[src/rtl/linear_interp_resampler_core_macros.svh]
// Assertion macros shared by the resampler RTL.
// Depends on nothing; the including module must have clk and arst_n in scope.
`ifndef LINEAR_INTERP_RESAMPLER_CORE_MACROS_SVH
`define LINEAR_INTERP_RESAMPLER_CORE_MACROS_SVH

// Checked on every clock edge outside reset.
`define LIR_ASSERT(lbl, prop, msg) \
	lbl: assert property (@(posedge clk) disable iff (!arst_n) prop) else $error(msg);

// Checked on every clock edge, reset included.
`define LIR_ASSERT_ALWAYS(lbl, prop, msg) \
	lbl: assert property (@(posedge clk) prop) else $error(msg);

`endif

[src/rtl/lir_pkg.sv]
// Shared constants for the linear interpolation resampler.
// No dependencies; imported by lir_step, lir_back, the top level and the testbench.
`timescale 1ns / 1ps

package lir_pkg;

	// configuration register widths
	localparam int NOM_W      = 20;
	localparam int TRIM_W     = 18;
	localparam int LIM_W      = 4;
	localparam int CFG_IDX_W  = 2;
	localparam int CFG_DATA_W = 20;

	// register indexes
	localparam logic [CFG_IDX_W-1:0] CFG_NOMINAL = 2'd0;
	localparam logic [CFG_IDX_W-1:0] CFG_TRIM    = 2'd1;
	localparam logic [CFG_IDX_W-1:0] CFG_BURST   = 2'd2;

	// register reset values
	localparam logic [NOM_W-1:0]  NOM_RESET   = 20'd65536;
	localparam logic [TRIM_W-1:0] TRIM_RESET  = 18'd0;
	localparam logic [LIM_W-1:0]  BURST_RESET = 4'd8;

	// step arithmetic
	localparam int PROD_W = NOM_W + TRIM_W + 1;  // signed nominal * trim
	localparam int MAG_W  = 37;                  // |nominal * trim| < 2^37
	localparam int QUO_W  = 18;                  // quotient < 2^18
	localparam int STEP_W = 21;                  // step < 2^21
	localparam int SUM_W  = STEP_W + 1;
	localparam int PPM_W  = 20;
	localparam logic [PPM_W-1:0] PPM_SCALE = 20'd1000000;

	// M / 10^6 estimated as (M * RECIP) >> RECIP_SH; the estimate is low by at most one
	localparam int RECIP_W  = 21;
	localparam int RECIP_SH = 40;
	localparam logic [RECIP_W-1:0] RECIP = 21'd1099511;  // floor(2^40 / 10^6)
	localparam int LO_W  = 19;                  // low slice of the magnitude
	localparam int HI_W  = MAG_W - LO_W;        // high slice of the magnitude
	localparam int PPL_W = LO_W + RECIP_W;
	localparam int PPH_W = HI_W + RECIP_W;
	localparam int EST_W = MAG_W + RECIP_W;     // EST_W - RECIP_SH == QUO_W

endpackage

[src/rtl/lir_fifo.sv]
// Small register FIFO between the front and back halves.
// Depends on nothing.
`timescale 1ns / 1ps

module lir_fifo #(
	parameter int WIDTH = 32,
	parameter int DEPTH = 2
) (
	input  logic             clk,
	input  logic             arst_n,
	input  logic             push,
	input  logic [WIDTH-1:0] wr_data,
	output logic             full,
	input  logic             pop,
	output logic [WIDTH-1:0] rd_data,
	output logic             empty
);

	localparam int AW = (DEPTH > 1) ? $clog2(DEPTH) : 1;
	localparam int CW = $clog2(DEPTH + 1);

	logic [WIDTH-1:0] mem_q [DEPTH];
	logic [AW-1:0]    wr_ptr_q, rd_ptr_q;
	logic [CW-1:0]    count_q;

	function automatic logic [AW-1:0] bump(input logic [AW-1:0] p);
		if (p == AW'(DEPTH - 1))
			return '0;
		return p + AW'(1);
	endfunction

	assign full    = (count_q == CW'(DEPTH));
	assign empty   = (count_q == '0);
	assign rd_data = mem_q[rd_ptr_q];

	always_ff @(posedge clk) begin
		if (push)
			mem_q[wr_ptr_q] <= wr_data;
	end

	always_ff @(posedge clk or negedge arst_n) begin
		if (!arst_n) begin
			wr_ptr_q <= '0;
			rd_ptr_q <= '0;
			count_q  <= '0;
		end else begin
			if (push)
				wr_ptr_q <= bump(wr_ptr_q);
			if (pop)
				rd_ptr_q <= bump(rd_ptr_q);
			if (push && !pop)
				count_q <= count_q + CW'(1);
			else if (pop && !push)
				count_q <= count_q - CW'(1);
		end
	end

endmodule

[src/rtl/lir_step.sv]
// Phase step unit: step = nominal + nominal * trim / 10^6, at least 1.
// Multiply once, divide by reciprocal multiply plus one correction. Uses lir_pkg.
`timescale 1ns / 1ps

module lir_step (
	input  logic                                clk,
	input  logic                                arst_n,
	input  logic                                restart,
	input  logic [lir_pkg::NOM_W-1:0]           nominal,
	input  logic signed [lir_pkg::TRIM_W-1:0]   trim,
	output logic                                step_valid,
	output logic [lir_pkg::STEP_W-1:0]          step
);
	import lir_pkg::*;

	typedef enum logic [2:0] {S_MUL, S_ABS, S_REC, S_EST, S_CHK, S_COR, S_FIN, S_DONE} state_t;

	state_t                    state_q;
	logic signed [PROD_W-1:0]  prod_q;
	logic                      neg_q;
	logic [MAG_W-1:0]          mag_q;
	logic [PPH_W-1:0]          pp_hi_q;
	logic [PPL_W-1:0]          pp_lo_q;
	logic [QUO_W-1:0]          quo_q;
	logic [MAG_W-1:0]          back_q;
	logic [STEP_W-1:0]         step_q;

	logic signed [PROD_W-1:0]  prod;
	logic [PROD_W-1:0]         mag_full;
	logic [PPH_W-1:0]          pp_hi;
	logic [PPL_W-1:0]          pp_lo;
	logic [EST_W-1:0]          est_full;
	logic [MAG_W-1:0]          back;
	logic [MAG_W-1:0]          rem;
	logic signed [QUO_W:0]     delta;
	logic signed [SUM_W-1:0]   sum;

	assign prod     = $signed({1'b0, nominal}) * trim;
	assign mag_full = prod_q[PROD_W-1] ? PROD_W'(-prod_q) : PROD_W'(prod_q);
	// split the magnitude so each partial product stays narrow
	assign pp_hi    = PPH_W'(mag_q[MAG_W-1:LO_W]) * PPH_W'(RECIP);
	assign pp_lo    = PPL_W'(mag_q[LO_W-1:0]) * PPL_W'(RECIP);
	assign est_full = {pp_hi_q, {LO_W{1'b0}}} + EST_W'(pp_lo_q);
	assign back     = MAG_W'(quo_q) * MAG_W'(PPM_SCALE);
	assign rem      = mag_q - back_q;
	assign delta    = neg_q ? -$signed({1'b0, quo_q}) : $signed({1'b0, quo_q});
	assign sum      = $signed({2'b00, nominal}) + SUM_W'(delta);

	assign step_valid = (state_q == S_DONE);
	assign step       = step_q;

	always_ff @(posedge clk or negedge arst_n) begin
		if (!arst_n) begin
			state_q <= S_MUL;
			prod_q  <= '0;
			neg_q   <= 1'b0;
			mag_q   <= '0;
			pp_hi_q <= '0;
			pp_lo_q <= '0;
			quo_q   <= '0;
			back_q  <= '0;
			step_q  <= '0;
		end else if (restart) begin
			state_q <= S_MUL;
		end else begin
			unique case (state_q)
				S_MUL: begin
					prod_q  <= prod;
					state_q <= S_ABS;
				end
				S_ABS: begin
					neg_q   <= prod_q[PROD_W-1];
					mag_q   <= mag_full[MAG_W-1:0];
					state_q <= S_REC;
				end
				S_REC: begin
					pp_hi_q <= pp_hi;
					pp_lo_q <= pp_lo;
					state_q <= S_EST;
				end
				S_EST: begin
					quo_q   <= est_full[EST_W-1:RECIP_SH];
					state_q <= S_CHK;
				end
				S_CHK: begin
					back_q  <= back;
					state_q <= S_COR;
				end
				S_COR: begin
					// estimate may be one short
					if (rem >= MAG_W'(PPM_SCALE))
						quo_q <= quo_q + QUO_W'(1);
					state_q <= S_FIN;
				end
				S_FIN: begin
					// clamp: a zero or negative step becomes one
					if (sum < SUM_W'(1))
						step_q <= STEP_W'(1);
					else
						step_q <= sum[STEP_W-1:0];
					state_q <= S_DONE;
				end
				S_DONE: ;
				default: state_q <= S_MUL;
			endcase
		end
	end

endmodule

[src/rtl/lir_front.sv]
// Front half: takes input samples, primes the sample pair, queues segments.
// Depends on nothing; feeds lir_fifo.
`timescale 1ns / 1ps

module lir_front #(
	parameter int SAMPLE_BITS = 16
) (
	input  logic                       clk,
	input  logic                       arst_n,
	input  logic                       in_valid,
	input  logic [SAMPLE_BITS-1:0]     in_sample,
	output logic                       in_ready,
	input  logic                       step_valid,
	input  logic                       q_full,
	output logic                       q_push,
	output logic [2*SAMPLE_BITS-1:0]   q_data
);

	logic [SAMPLE_BITS-1:0] cur_q;
	logic                   primed_q;
	logic                   accept;

	assign in_ready = step_valid && !q_full;
	assign accept   = in_valid && in_ready;
	// first sample after reset only fills the pair
	assign q_push   = accept && primed_q;
	assign q_data   = {in_sample, cur_q};   // {cur, prev}

	always_ff @(posedge clk or negedge arst_n) begin
		if (!arst_n) begin
			cur_q    <= '0;
			primed_q <= 1'b0;
		end else if (accept) begin
			cur_q    <= in_sample;
			primed_q <= 1'b1;
		end
	end

endmodule

[src/rtl/lir_back.sv]
// Back half: walks the phase across one segment and emits interpolated samples.
// Two-stage output pipe (multiply, then add). Uses lir_pkg; fed by lir_fifo.
`timescale 1ns / 1ps

module lir_back #(
	parameter int SAMPLE_BITS = 16,
	parameter int PHASE_BITS  = 16,
	parameter int MAX_BURST   = 8
) (
	input  logic                          clk,
	input  logic                          arst_n,
	input  logic                          q_empty,
	input  logic [2*SAMPLE_BITS-1:0]      q_data,
	output logic                          q_pop,
	input  logic [lir_pkg::STEP_W-1:0]    step,
	input  logic [lir_pkg::LIM_W-1:0]     burst_limit,
	output logic                          out_valid,
	input  logic                          out_ready,
	output logic [SAMPLE_BITS-1:0]        out_sample,
	output logic                          out_last
);
	import lir_pkg::*;

	localparam int SB    = SAMPLE_BITS;
	localparam int PW    = ((PHASE_BITS > STEP_W) ? PHASE_BITS : STEP_W) + 1;
	localparam int CNT_W = $clog2(MAX_BURST + 1);
	localparam int LW    = (CNT_W > LIM_W) ? CNT_W : LIM_W;
	localparam int PRD_W = SB + PHASE_BITS + 2;
	localparam logic [PW-1:0] PHASE_ONE = PW'(1) << PHASE_BITS;

	typedef enum logic {ST_IDLE, ST_RUN} state_t;

	state_t                  state_q;
	logic [PW-1:0]           phase_q;
	logic [LW-1:0]           n_q;
	logic signed [SB-1:0]    prev_q;
	logic signed [SB:0]      diff_q;

	logic                    v_s1, v_s2;
	logic signed [PRD_W-1:0] prod_s1;
	logic signed [SB-1:0]    prev_s1;
	logic                    last_s1;
	logic [SB-1:0]           out_s2;
	logic                    last_s2;

	logic [LW-1:0]           lim_ext, eff_lim;
	logic                    emit_ok, issue, can_s1, can_s2, last;
	logic [PW-1:0]           phase_nxt;
	logic signed [PRD_W-1:0] prod;
	logic signed [PRD_W-1:0] prod_sh;
	logic signed [SB+1:0]    sum;
	logic signed [SB-1:0]    pop_prev, pop_cur;

	assign pop_prev = q_data[SB-1:0];
	assign pop_cur  = q_data[2*SB-1:SB];

	assign lim_ext = LW'(burst_limit);
	assign eff_lim = (lim_ext > LW'(MAX_BURST)) ? LW'(MAX_BURST) : lim_ext;

	assign can_s2  = !v_s2 || out_ready;
	assign can_s1  = !v_s1 || can_s2;
	assign emit_ok = (phase_q < PHASE_ONE) && (n_q < eff_lim);
	assign issue   = (state_q == ST_RUN) && emit_ok && can_s1;
	assign q_pop   = (state_q == ST_IDLE) && !q_empty;

	assign phase_nxt = phase_q + PW'(step);
	assign last      = (phase_nxt >= PHASE_ONE) || ((n_q + LW'(1)) == eff_lim);
	assign prod      = diff_q * $signed({1'b0, phase_q[PHASE_BITS-1:0]});

	// arithmetic shift floors, matching the fixed-point definition
	assign prod_sh = prod_s1 >>> PHASE_BITS;
	assign sum     = (SB+2)'(prev_s1) + prod_sh[SB+1:0];

	assign out_valid  = v_s2;
	assign out_sample = out_s2;
	assign out_last   = last_s2;

	always_ff @(posedge clk or negedge arst_n) begin
		if (!arst_n) begin
			state_q <= ST_IDLE;
			phase_q <= '0;
			n_q     <= '0;
			prev_q  <= '0;
			diff_q  <= '0;
			v_s1    <= 1'b0;
			v_s2    <= 1'b0;
			prod_s1 <= '0;
			prev_s1 <= '0;
			last_s1 <= 1'b0;
			out_s2  <= '0;
			last_s2 <= 1'b0;
		end else begin
			unique case (state_q)
				ST_IDLE: begin
					if (!q_empty) begin
						prev_q  <= pop_prev;
						diff_q  <= (SB+1)'(pop_cur) - (SB+1)'(pop_prev);
						n_q     <= '0;
						state_q <= ST_RUN;
					end
				end
				ST_RUN: begin
					if (emit_ok) begin
						if (can_s1) begin
							phase_q <= phase_nxt;
							n_q     <= n_q + LW'(1);
						end
					end else begin
						// segment done: retire one unit if the phase reached it
						if (phase_q >= PHASE_ONE)
							phase_q <= phase_q - PHASE_ONE;
						state_q <= ST_IDLE;
					end
				end
				default: state_q <= ST_IDLE;
			endcase

			if (can_s1) begin
				v_s1 <= issue;
				if (issue) begin
					prod_s1 <= prod;
					prev_s1 <= prev_q;
					last_s1 <= last;
				end
			end

			if (can_s2) begin
				v_s2 <= v_s1;
				if (v_s1) begin
					out_s2  <= sum[SB-1:0];
					last_s2 <= last_s1;
				end
			end
		end
	end

endmodule

[src/rtl/linear_interp_resampler_core.sv]
// Top level of the linear interpolation resampler: config registers, step unit,
// front, segment queue and back. Uses lir_pkg and the shared assertion macros.
//
//   channel   dir  handshake          payload
//   s_*       in   s_tvalid/s_tready  s_tdata: in_sample
//   m_*       out  m_tvalid/m_tready  m_tdata: out_sample, m_tlast: last_of_burst
//   cfg_*     in   cfg_we             cfg_index, cfg_data
//
// Front takes one input beat per cycle while the step is valid and the two-entry
// segment queue has room. Back loads a segment, issues its output beats (0 to 8)
// while the output pipe can take them, then retires it. Output beats pass the
// multiply stage and then the add stage after issue. After reset and after any
// config write the step unit runs through multiply, magnitude, reciprocal products,
// quotient estimate, back-multiply, correction and clamp; s_tready stays low meanwhile.
// m_tready low stalls the output pipe and then the back; the queue decouples the front.
`timescale 1ns / 1ps
`include "linear_interp_resampler_core_macros.svh"

module linear_interp_resampler_core #(
	parameter int SAMPLE_BITS = 16,
	parameter int PHASE_BITS  = 16,
	parameter int MAX_BURST   = 8
) (
	input  logic                                 clk,
	input  logic                                 arst_n,
	// stream in
	input  logic                                 s_tvalid,
	output logic                                 s_tready,
	input  logic [((SAMPLE_BITS+7)/8)*8-1:0]     s_tdata,   // [SAMPLE_BITS-1:0] in_sample
	// stream out
	output logic                                 m_tvalid,
	input  logic                                 m_tready,
	output logic [((SAMPLE_BITS+7)/8)*8-1:0]     m_tdata,   // [SAMPLE_BITS-1:0] out_sample
	output logic                                 m_tlast,   // last_of_burst
	// config write port
	input  logic                                 cfg_we,
	input  logic [lir_pkg::CFG_IDX_W-1:0]        cfg_index,
	input  logic [lir_pkg::CFG_DATA_W-1:0]       cfg_data
);
	import lir_pkg::*;

	localparam int TDATA_W = ((SAMPLE_BITS + 7) / 8) * 8;
	localparam int QW      = 2 * SAMPLE_BITS;

	// control registers
	logic [NOM_W-1:0]          nominal_q;
	logic signed [TRIM_W-1:0]  trim_q;
	logic [LIM_W-1:0]          burst_q;

	always_ff @(posedge clk or negedge arst_n) begin
		if (!arst_n) begin
			nominal_q <= NOM_RESET;
			trim_q    <= TRIM_RESET;
			burst_q   <= BURST_RESET;
		end else if (cfg_we) begin
			unique case (cfg_index)
				CFG_NOMINAL: nominal_q <= cfg_data[NOM_W-1:0];
				CFG_TRIM:    trim_q    <= cfg_data[TRIM_W-1:0];
				CFG_BURST:   burst_q   <= cfg_data[LIM_W-1:0];
				default: ;   // unmapped index, write dropped
			endcase
		end
	end

	// step unit restarts on any write so it always tracks the live registers
	logic              step_valid;
	logic [STEP_W-1:0] step;

	lir_step u_step (
		.clk        (clk),
		.arst_n     (arst_n),
		.restart    (cfg_we),
		.nominal    (nominal_q),
		.trim       (trim_q),
		.step_valid (step_valid),
		.step       (step)
	);

	logic          fifo_push, fifo_pop, fifo_full, fifo_empty;
	logic [QW-1:0] fifo_wr, fifo_rd;

	lir_front #(.SAMPLE_BITS(SAMPLE_BITS)) u_front (
		.clk        (clk),
		.arst_n     (arst_n),
		.in_valid   (s_tvalid),
		.in_sample  (s_tdata[SAMPLE_BITS-1:0]),
		.in_ready   (s_tready),
		.step_valid (step_valid),
		.q_full     (fifo_full),
		.q_push     (fifo_push),
		.q_data     (fifo_wr)
	);

	lir_fifo #(.WIDTH(QW), .DEPTH(2)) u_queue (
		.clk     (clk),
		.arst_n  (arst_n),
		.push    (fifo_push),
		.wr_data (fifo_wr),
		.full    (fifo_full),
		.pop     (fifo_pop),
		.rd_data (fifo_rd),
		.empty   (fifo_empty)
	);

	logic [SAMPLE_BITS-1:0] out_sample;

	lir_back #(
		.SAMPLE_BITS (SAMPLE_BITS),
		.PHASE_BITS  (PHASE_BITS),
		.MAX_BURST   (MAX_BURST)
	) u_back (
		.clk         (clk),
		.arst_n      (arst_n),
		.q_empty     (fifo_empty),
		.q_data      (fifo_rd),
		.q_pop       (fifo_pop),
		.step        (step),
		.burst_limit (burst_q),
		.out_valid   (m_tvalid),
		.out_ready   (m_tready),
		.out_sample  (out_sample),
		.out_last    (m_tlast)
	);

	assign m_tdata = TDATA_W'(out_sample);

	// queue never overrun or underrun
	`LIR_ASSERT(a_no_push_full, fifo_push |-> !fifo_full, "segment queue pushed while full")
	`LIR_ASSERT(a_no_pop_empty, fifo_pop |-> !fifo_empty, "segment queue popped while empty")
	// no beat taken before the step settles
	`LIR_ASSERT(a_step_ready, (s_tvalid && s_tready) |-> step_valid, "input beat without step")
	// step only drops because of a register write
	`LIR_ASSERT(a_step_restart, $fell(step_valid) |-> $past(cfg_we), "step dropped unprompted")

endmodule

[config.mk]
export PLATFORM = sky130hd
export DESIGN_NAME = linear_interp_resampler_core
export DESIGN_NICKNAME = d
export VERILOG_FILES = /design/src/rtl/lir_pkg.sv /design/src/rtl/lir_fifo.sv /design/src/rtl/lir_step.sv /design/src/rtl/lir_front.sv /design/src/rtl/lir_back.sv /design/src/rtl/linear_interp_resampler_core.sv
export VERILOG_INCLUDE_DIRS = /design/src /design/src/rtl
export SDC_FILE = /design/constraint.sdc
export NUM_CORES = 2
export LEC_CHECK = 0
export ABC_AREA = 1
export BUFFER_PORTS_ARGS = -buffer_cell sky130_fd_sc_hd__buf_2
export CAP_MARGIN = 20
export CELL_PAD_IN_SITES_DETAIL_PLACEMENT = 0
export CELL_PAD_IN_SITES_GLOBAL_PLACEMENT = 1
export CORE_MARGIN = 2
export CORE_UTILIZATION = 30
export CTS_CLUSTER_SIZE = 8
export DETAILED_ROUTE_END_ITERATION = 8
export PLACE_DENSITY_LB_ADDON = 0.1
export SETUP_SLACK_MARGIN = 0.5
export SYNTH_ARGS = -nofsm -noshare
export SYNTH_HDL_FRONTEND = slang
export SYNTH_HIERARCHICAL = 1
export SYNTH_SLANG_ARGS = --single-unit
[constraint.sdc]
create_clock -name clk -period 9.5 [get_ports clk]
set_input_delay 1.9 -clock clk [delete_from_list [all_inputs] [get_ports clk]]
set_output_delay 1.9 -clock clk [all_outputs]
set_load 0.02 [all_outputs]
# [Word level (Yosys, flattened, before mapping)]
# Memories as Yosys holds them, arrays and structs flattened.
# Index checks and enable logic that the tools add are counted.
[word_totals] wordCells=145 ramBits=64 mem_count=1 input_bits=43 register_bits=420
[op_classes] magnitude_cmp=7 n_addsub=15 n_reduce_logical=39 muxes=30 eq_ne=16 n_mul=5 n_bitwise=3
[memory_table] name="u_queue.mem_q" words=2 width=32 rd=1 rd_ports_with_merged_regs=0 write_ports=1 line="lir_fifo.sv:22" source="logic [WIDTH-1:0] mem_q [DEPTH];"
[op_table] op="$mux 22" count=3
[op_table] op="$add 58x40->58" count=1
[op_table] op="$ge 22x17->1 const B" count=2
[op_table] op="$mul 19x21->40 const B" count=1
[op_table] op="$mul 18x21->39 const B" count=1
[op_table] op="$mul 21x18->39" count=1
[op_table] op="$ge 37x20->1 const B" count=1
[op_table] op="$mux 37" count=1
[op_table] op="$neg 37->37" count=1
[op_table] op="$sub 37x37->37" count=1
[op_table] op="$pmux 18 s2" count=1
[op_table] op="$mul 17x17->32" count=1
[op_table] op="$mul 18x14->31 const B" count=1
[op_table] op="$add 21x19->22" count=1
[op_table] op="$add 22x21->22" count=1
[op_table] op="$lt 22x17->1 const B" count=1
[op_table] op="$lt 22x2->1 const B" count=1
[op_table] op="$reduce_and 2->1" count=11
[op_table] op="$sub 22x17->22 const B" count=1
[op_table] op="$mux 21" count=1
[op_table] op="$pmux 3 s7" count=1
[op_table] op="$mux 19" count=1
[op_table] op="$neg 18->19" count=1
[op_table] op="$add 18x1->18 const B" count=1
[op_table] op="other kinds (32)" count=78

# [Depth between registers and ports, before layout]
[depth] word_depth=9 depth_mapped=29

# [By module]
# The synthesis kept the hierarchy.
[modules_own_cells] mod="lir_step" seq_area_each_um2=5230.0 cells_per_inst=5853 instances=1 area_per_inst_um2=44973.1
[modules_own_cells] mod="lir_back" seq_area_each_um2=2802.7 cells_per_inst=2467 instances=1 area_per_inst_um2=18192.4
[modules_own_cells] mod="lir_fifo" seq_area_each_um2=2021.9 cells_per_inst=125 instances=1 area_per_inst_um2=2668.8
[modules_own_cells] mod="linear_interp_resampler_core" seq_area_each_um2=1053.5 cells_per_inst=188 instances=1 area_per_inst_um2=1754.2
[modules_own_cells] mod="lir_front" seq_area_each_um2=425.4 cells_per_inst=94 instances=1 area_per_inst_um2=864.6

# [Worst setup path before layout]
# OpenSTA, ideal clock, no wires.
[synth_path] path_kind="reg-to-reg" startpoint="register nominal_q[16]" endpoint="register u_step.prod_q[33]" n_path_buf=2 arrival_time_ns=5.920 setup_time_ns=0.131 path_stages_with_launch=26 path_slack_ns=3.450 period_less_slack_ns=6.050 path_cell_list="dfstp_2 clkbuf_1 clkbuf_1 nand2_1 fa_1 inv_1 fa_1 inv_1 fa_1 inv_1 fa_1 fa_1 inv_1 fa_1 inv_1 ha_1 a21oi_1 inv_1 a21oi_1 o21ai_0 nand3b_1 a21oi_1 o21ai_0 or2_2 nand3_1 o21ai_0"
[synth_between] elab_chain_len=1
[synth_rtl] item="start, declared" line="linear_interp_resampler_core.sv:46" source="logic [NOM_W-1:0] nominal_q;"
[synth_rtl] item="start signal, assigned" line="linear_interp_resampler_core.sv:57" source="CFG_NOMINAL: nominal_q <= cfg_data[NOM_W-1:0];"
[synth_rtl] item="$mul 21x18->39" line="lir_step.sv:38" source="assign prod = $signed({1'b0, nominal}) * trim;"
[synth_rtl] item="end signal, assigned" line="lir_step.sv:68" source="prod_q <= prod;"
[synth_rtl] item="end, declared" line="lir_step.sv:19" source="logic signed [PROD_W-1:0] prod_q;"
# Every way passes these cells.
# A chain may end at the register's enable or synchronous reset.

# [Worst setup path after layout]
[layout_path] startpoint="register trim_q[17]" endpoint="register u_step.prod_q[33]"
[layout_between] elab_chain_len=1
[layout_rtl] item="start, declared" line="linear_interp_resampler_core.sv:47" source="logic signed [TRIM_W-1:0] trim_q;"
[layout_rtl] item="start signal, assigned" line="linear_interp_resampler_core.sv:58" source="CFG_TRIM: trim_q <= cfg_data[TRIM_W-1:0];"
[layout_rtl] item="$mul 21x18->39" line="lir_step.sv:38"
# Every way passes these cells.

==> impl_results.md <==
- Vias/cell: 4.60
- Layout area overhead: 8.38%
- Slowest stage cell, crit path: fa_1
- Crit path max-delay family: adder cells
- Final Core Density: about a third
- Reg2reg start: trim_q[17]
- Post-CTS Setup Bufs: 0
- CP Launch Point: trim_q[17]
- Cts bufs inserted: roughly 70
- GRT overflow: 0
- Worst setup EP type: flop
- DRT iter0 DRCs: 2897
- Worst relative slew slack: 25.9%
- Synthesized net count: approximately 10000
- Final net count: 10400
- Row count: between 150 and 200
- Required @ worst endpoint: 10070 ps
- Drt total wl: about 230000 um
- First-pass GRT wire length: 352000 um
- Clock Latency Late Sink: about 700 ps
- Reg2Reg Setup Slack: between 2000 and 3000 ps
- Fmax: approximately 150 MHz
- Clk_skew: roughly 42 ps
- Dpl hpwl: ~190000 um
- Worst-Margin Slew: between 1000 and 1500 ps
- Worst min path class: reg2reg
- WP buf/inv: 4
- Setup violators final: 0
- CTS resizes: 0
- Post-synth EDFFs: 64
- Synth unique cells: 65
- TritonRoute pass-1 iters: 5
- Overall global routing resource usage: about a fifth
- Hold path start: u_front/cur_q[15]
- Hold Fails Final Rpt: 0
- Fraction of layout cells with a size suffix above 1: under 10%
- Initial antenna violation count: 15
- Antenna viol nets, final: 0
- Post-Syn Instances: just under 9000
- RSZ-0062 raised after global routing: no
- Post-DR wirelength/cell: 19.3 um
- # IOs: slightly above 60
- Cts hold-fix bufs: 0
- Stages on worst setup path: 21
- H-tree depth: 3
- Core Box Area: roughly 230000 um^2
- Vias in the first global route: ~58000
- Crit path kind: reg2reg
- Critical R2R Capture: u_step/prod_q[33]
- Asr flop ratio synth: a little under nine tenths
- Worst R2R Path Depth: 21
- Syn. warnings: 6
- Worst-path clk slew: 60 ps
- Die height: slightly below 500 um
- CTS tree: yes
- Clock Sinks: around 450
- Hold Slack: between 400 and 500 ps
- Max Cap Viol: 0
- Die Area: between 200000 and 250000 um^2
- Clock Tree Buf Depth: 3
- Status: finished, final reports clean
- Setup TNS: 0 ps
- Register area share after synthesis: between 15 and 20%
- Crit path arrival time: between 7000 and 8000 ps
- End of the worst hold path: u_queue/mem_q[0][15]
- Main flop type after synthesis: dfrtp_1
- Top cell by count, worst path: fa_1
- Mapped cell area: between 60000 and 70000 um^2
- Final Max Tran Viols: 0
- Cell Chain, Critical Path: inv_1 -> or2_2 -> fa_1 -> inv_1 -> fa_1 -> inv_1 -> fa_1 -> inv_1 -> fa_1 -> fa_1 -> fa_1 -> ha_1 -> a21oi_1 -> o21a_1 -> o21ai_0 -> nand3b_1 -> a21oi_1 -> o21ai_0 -> or2_2 -> nand3_1 -> o21ai_0
- Hold path cells: 0
- Number of port buffers: 61
- Period Utilization, post-route: a little over two thirds
- Pin count of the biggest net entering global routing: approximately 130
- Mean post-synth cell area: 7.84 um^2
- Via count: 54000
- CP peak stage delay: 650 ps
- Critical path peak fanout: 20
- Crit start category: flop
- Tmin final: ~6700 ps
- Number of synthesized register bits: roughly 450
- Initial Utilization: between 30% and 40%
- Clock root buffer: clkbuf_16
- DRC: 0
- Final Wtd Congestion: approximately 0.84
- Die width: ~480 um
## logic make-up after synthesis
family / count (synthesis) / share of synthesized area, %
and+or+nand+nor: 3100 / 18.8
buffers and inverters: 2393 / 13.5
adders and majority gates: 1695 / 40.8
AOI/OAI and AO/OA: 887 / 7.09
DFF: 448 / 16.8
xor gates and xnor gates: 172 / 2.20
muxes: 32 / 0.685
## placed cells by master, fill, tap and decap left out, types with 9 or more instances in the layout
master,count
ha_1,799
nor4_1,16
nand4_1,106
buf_2,60
buf_4,82
nand3b_1,15
nand2_1,2046
a21o_1,28
nor2_1,413
clkbuf_1,21
nand3_1,324
o21a_1,16
inv_1,2131
o21ai_0,349
xnor2_1,70
or2_2,76
dfrtp_1,381
fa_1,896
edfxtp_1,64
o21bai_1,27
o21ai_1,25
nand2_2,9
clkbuf_16,71
a21oi_1,327
o31ai_1,13
xor2_1,102
a31oi_1,55
nor3_1,51
mux2_4,29
## worst reg2reg max path, cell delays in order (launching register included)
cell and delay, ps:
dfrtp_1 520, inv_1 400, or2_2 420, fa_1 510, inv_1 70, fa_1 490, inv_1 50, fa_1 490
inv_1 50, fa_1 530, fa_1 460, fa_1 650, ha_1 380, a21oi_1 280, o21a_1 140, o21ai_0 100
nand3b_1 210, a21oi_1 270, o21ai_0 140, or2_2 290, nand3_1 60, o21ai_0 70
## final cells by class
cell class / count / area (um^2)
clock buffer: 96 / 1910
clock inverter: 14 / 234
fill: 24500 / 153000
multi-input combinational: 5886 / 47700
timing repair buffer: 147 / 1010
sequential: 448 / 11500
tap: 3009 / 3760
inverter: 2143 / 8050
antenna: 6 / 15.0
## through the flow
stage / cell area (um^2) / setup slack (ps) / cells
6_report: 74200 / 2790 / 11700
3_3_place_gp: 72000 / 2860 / 11600
2_1_floorplan: 68500 / 3450 / 8727
4_1_cts: 74200 / 2810 / 11700
3_5_place_dp: 72000 / 2810 / 11600
5_1_grt: 74200 / 2430 / 11700
## cells in the mapped netlist, types with 4 or more instances
library cell / count / area (um^2)
buf_1: 20 / 75.1
or2_2: 76 / 475
o21a_1: 16 / 120
buf_12: 4 / 80.1
dfrtp_1: 382 / 9560
edfxtp_1: 64 / 1920
inv_2: 7 / 26.3
nor3_2: 6 / 60.1
inv_1: 2132 / 8000
nand3b_1: 15 / 113
xor2_1: 102 / 893
nand3_1: 324 / 1620
o31ai_1: 13 / 97.6
o21ai_0: 349 / 1750
and3_1: 6 / 37.5
nor3_1: 51 / 255
mux2_4: 29 / 435
buf_6: 9 / 101
xnor2_1: 70 / 613
nor2_1: 415 / 1560
clkbuf_1: 165 / 619
ha_1: 799 / 10000
a21oi_1: 327 / 1640
nand2_1: 2048 / 7690
o221ai_1: 4 / 35.0
buf_2: 24 / 120
a21oi_2: 5 / 43.8
a21o_1: 28 / 210
o21bai_1: 27 / 203
o22ai_1: 8 / 50.1
buf_4: 26 / 195
a211oi_1: 5 / 37.5
o21ai_1: 25 / 125
nor4_1: 16 / 100
a21boi_0: 7 / 52.6
nor2_2: 7 / 43.8
nand3_2: 4 / 40.0
a31oi_1: 55 / 344
nand4_1: 106 / 663
nand2_2: 7 / 43.8
fa_1: 896 / 17900
o211ai_1: 8 / 60.1
## state kept, by name, indices dropped and copies added, names as in the netlist, 17 cells and up
| register | flops |
|---|---|
| u_queue/mem_q | 64 |
| u_step/pp_hi_q | 39 |
| u_step/prod_q | 38 |
| u_step/mag_q | 37 |
| u_step/back_q | 31 |
| u_back/phase_q | 22 |
| u_step/pp_lo_q | 21 |
| u_step/step | 21 |
| nominal_q | 20 |
| trim_q | 18 |
| u_step/quo_q | 18 |
| u_back/diff_q | 17 |
## per-layer routing
metal	global-route usage [%]	share of wire [%]	vias to the layer above
met1	28.5	49	26600
li1	-	-	26500
met2	32.7	46	707
met3	1.71	2.7	195
met4	3.85	1.8	2
met5	0	0.0057	-
## worst max path at each step
| stage | endpoint | slack (ps) |
|---|---|---|
| 3_5_place_dp | u_step/prod_q[33] | 2810 |
| 4_1_cts | u_step/prod_q[35] | 2810 |
| 3_3_place_gp | u_step/prod_q[35] | 2860 |
| 5_1_grt | u_step/prod_q[33] | 2430 |
| 6_report | u_step/prod_q[33] | 2790 |
| 2_1_floorplan | u_step/prod_q[33] | 3450 |
Power is not shown: default switching activity piles up to over one toggle a cycle in this logic, so the estimate is an artifact.
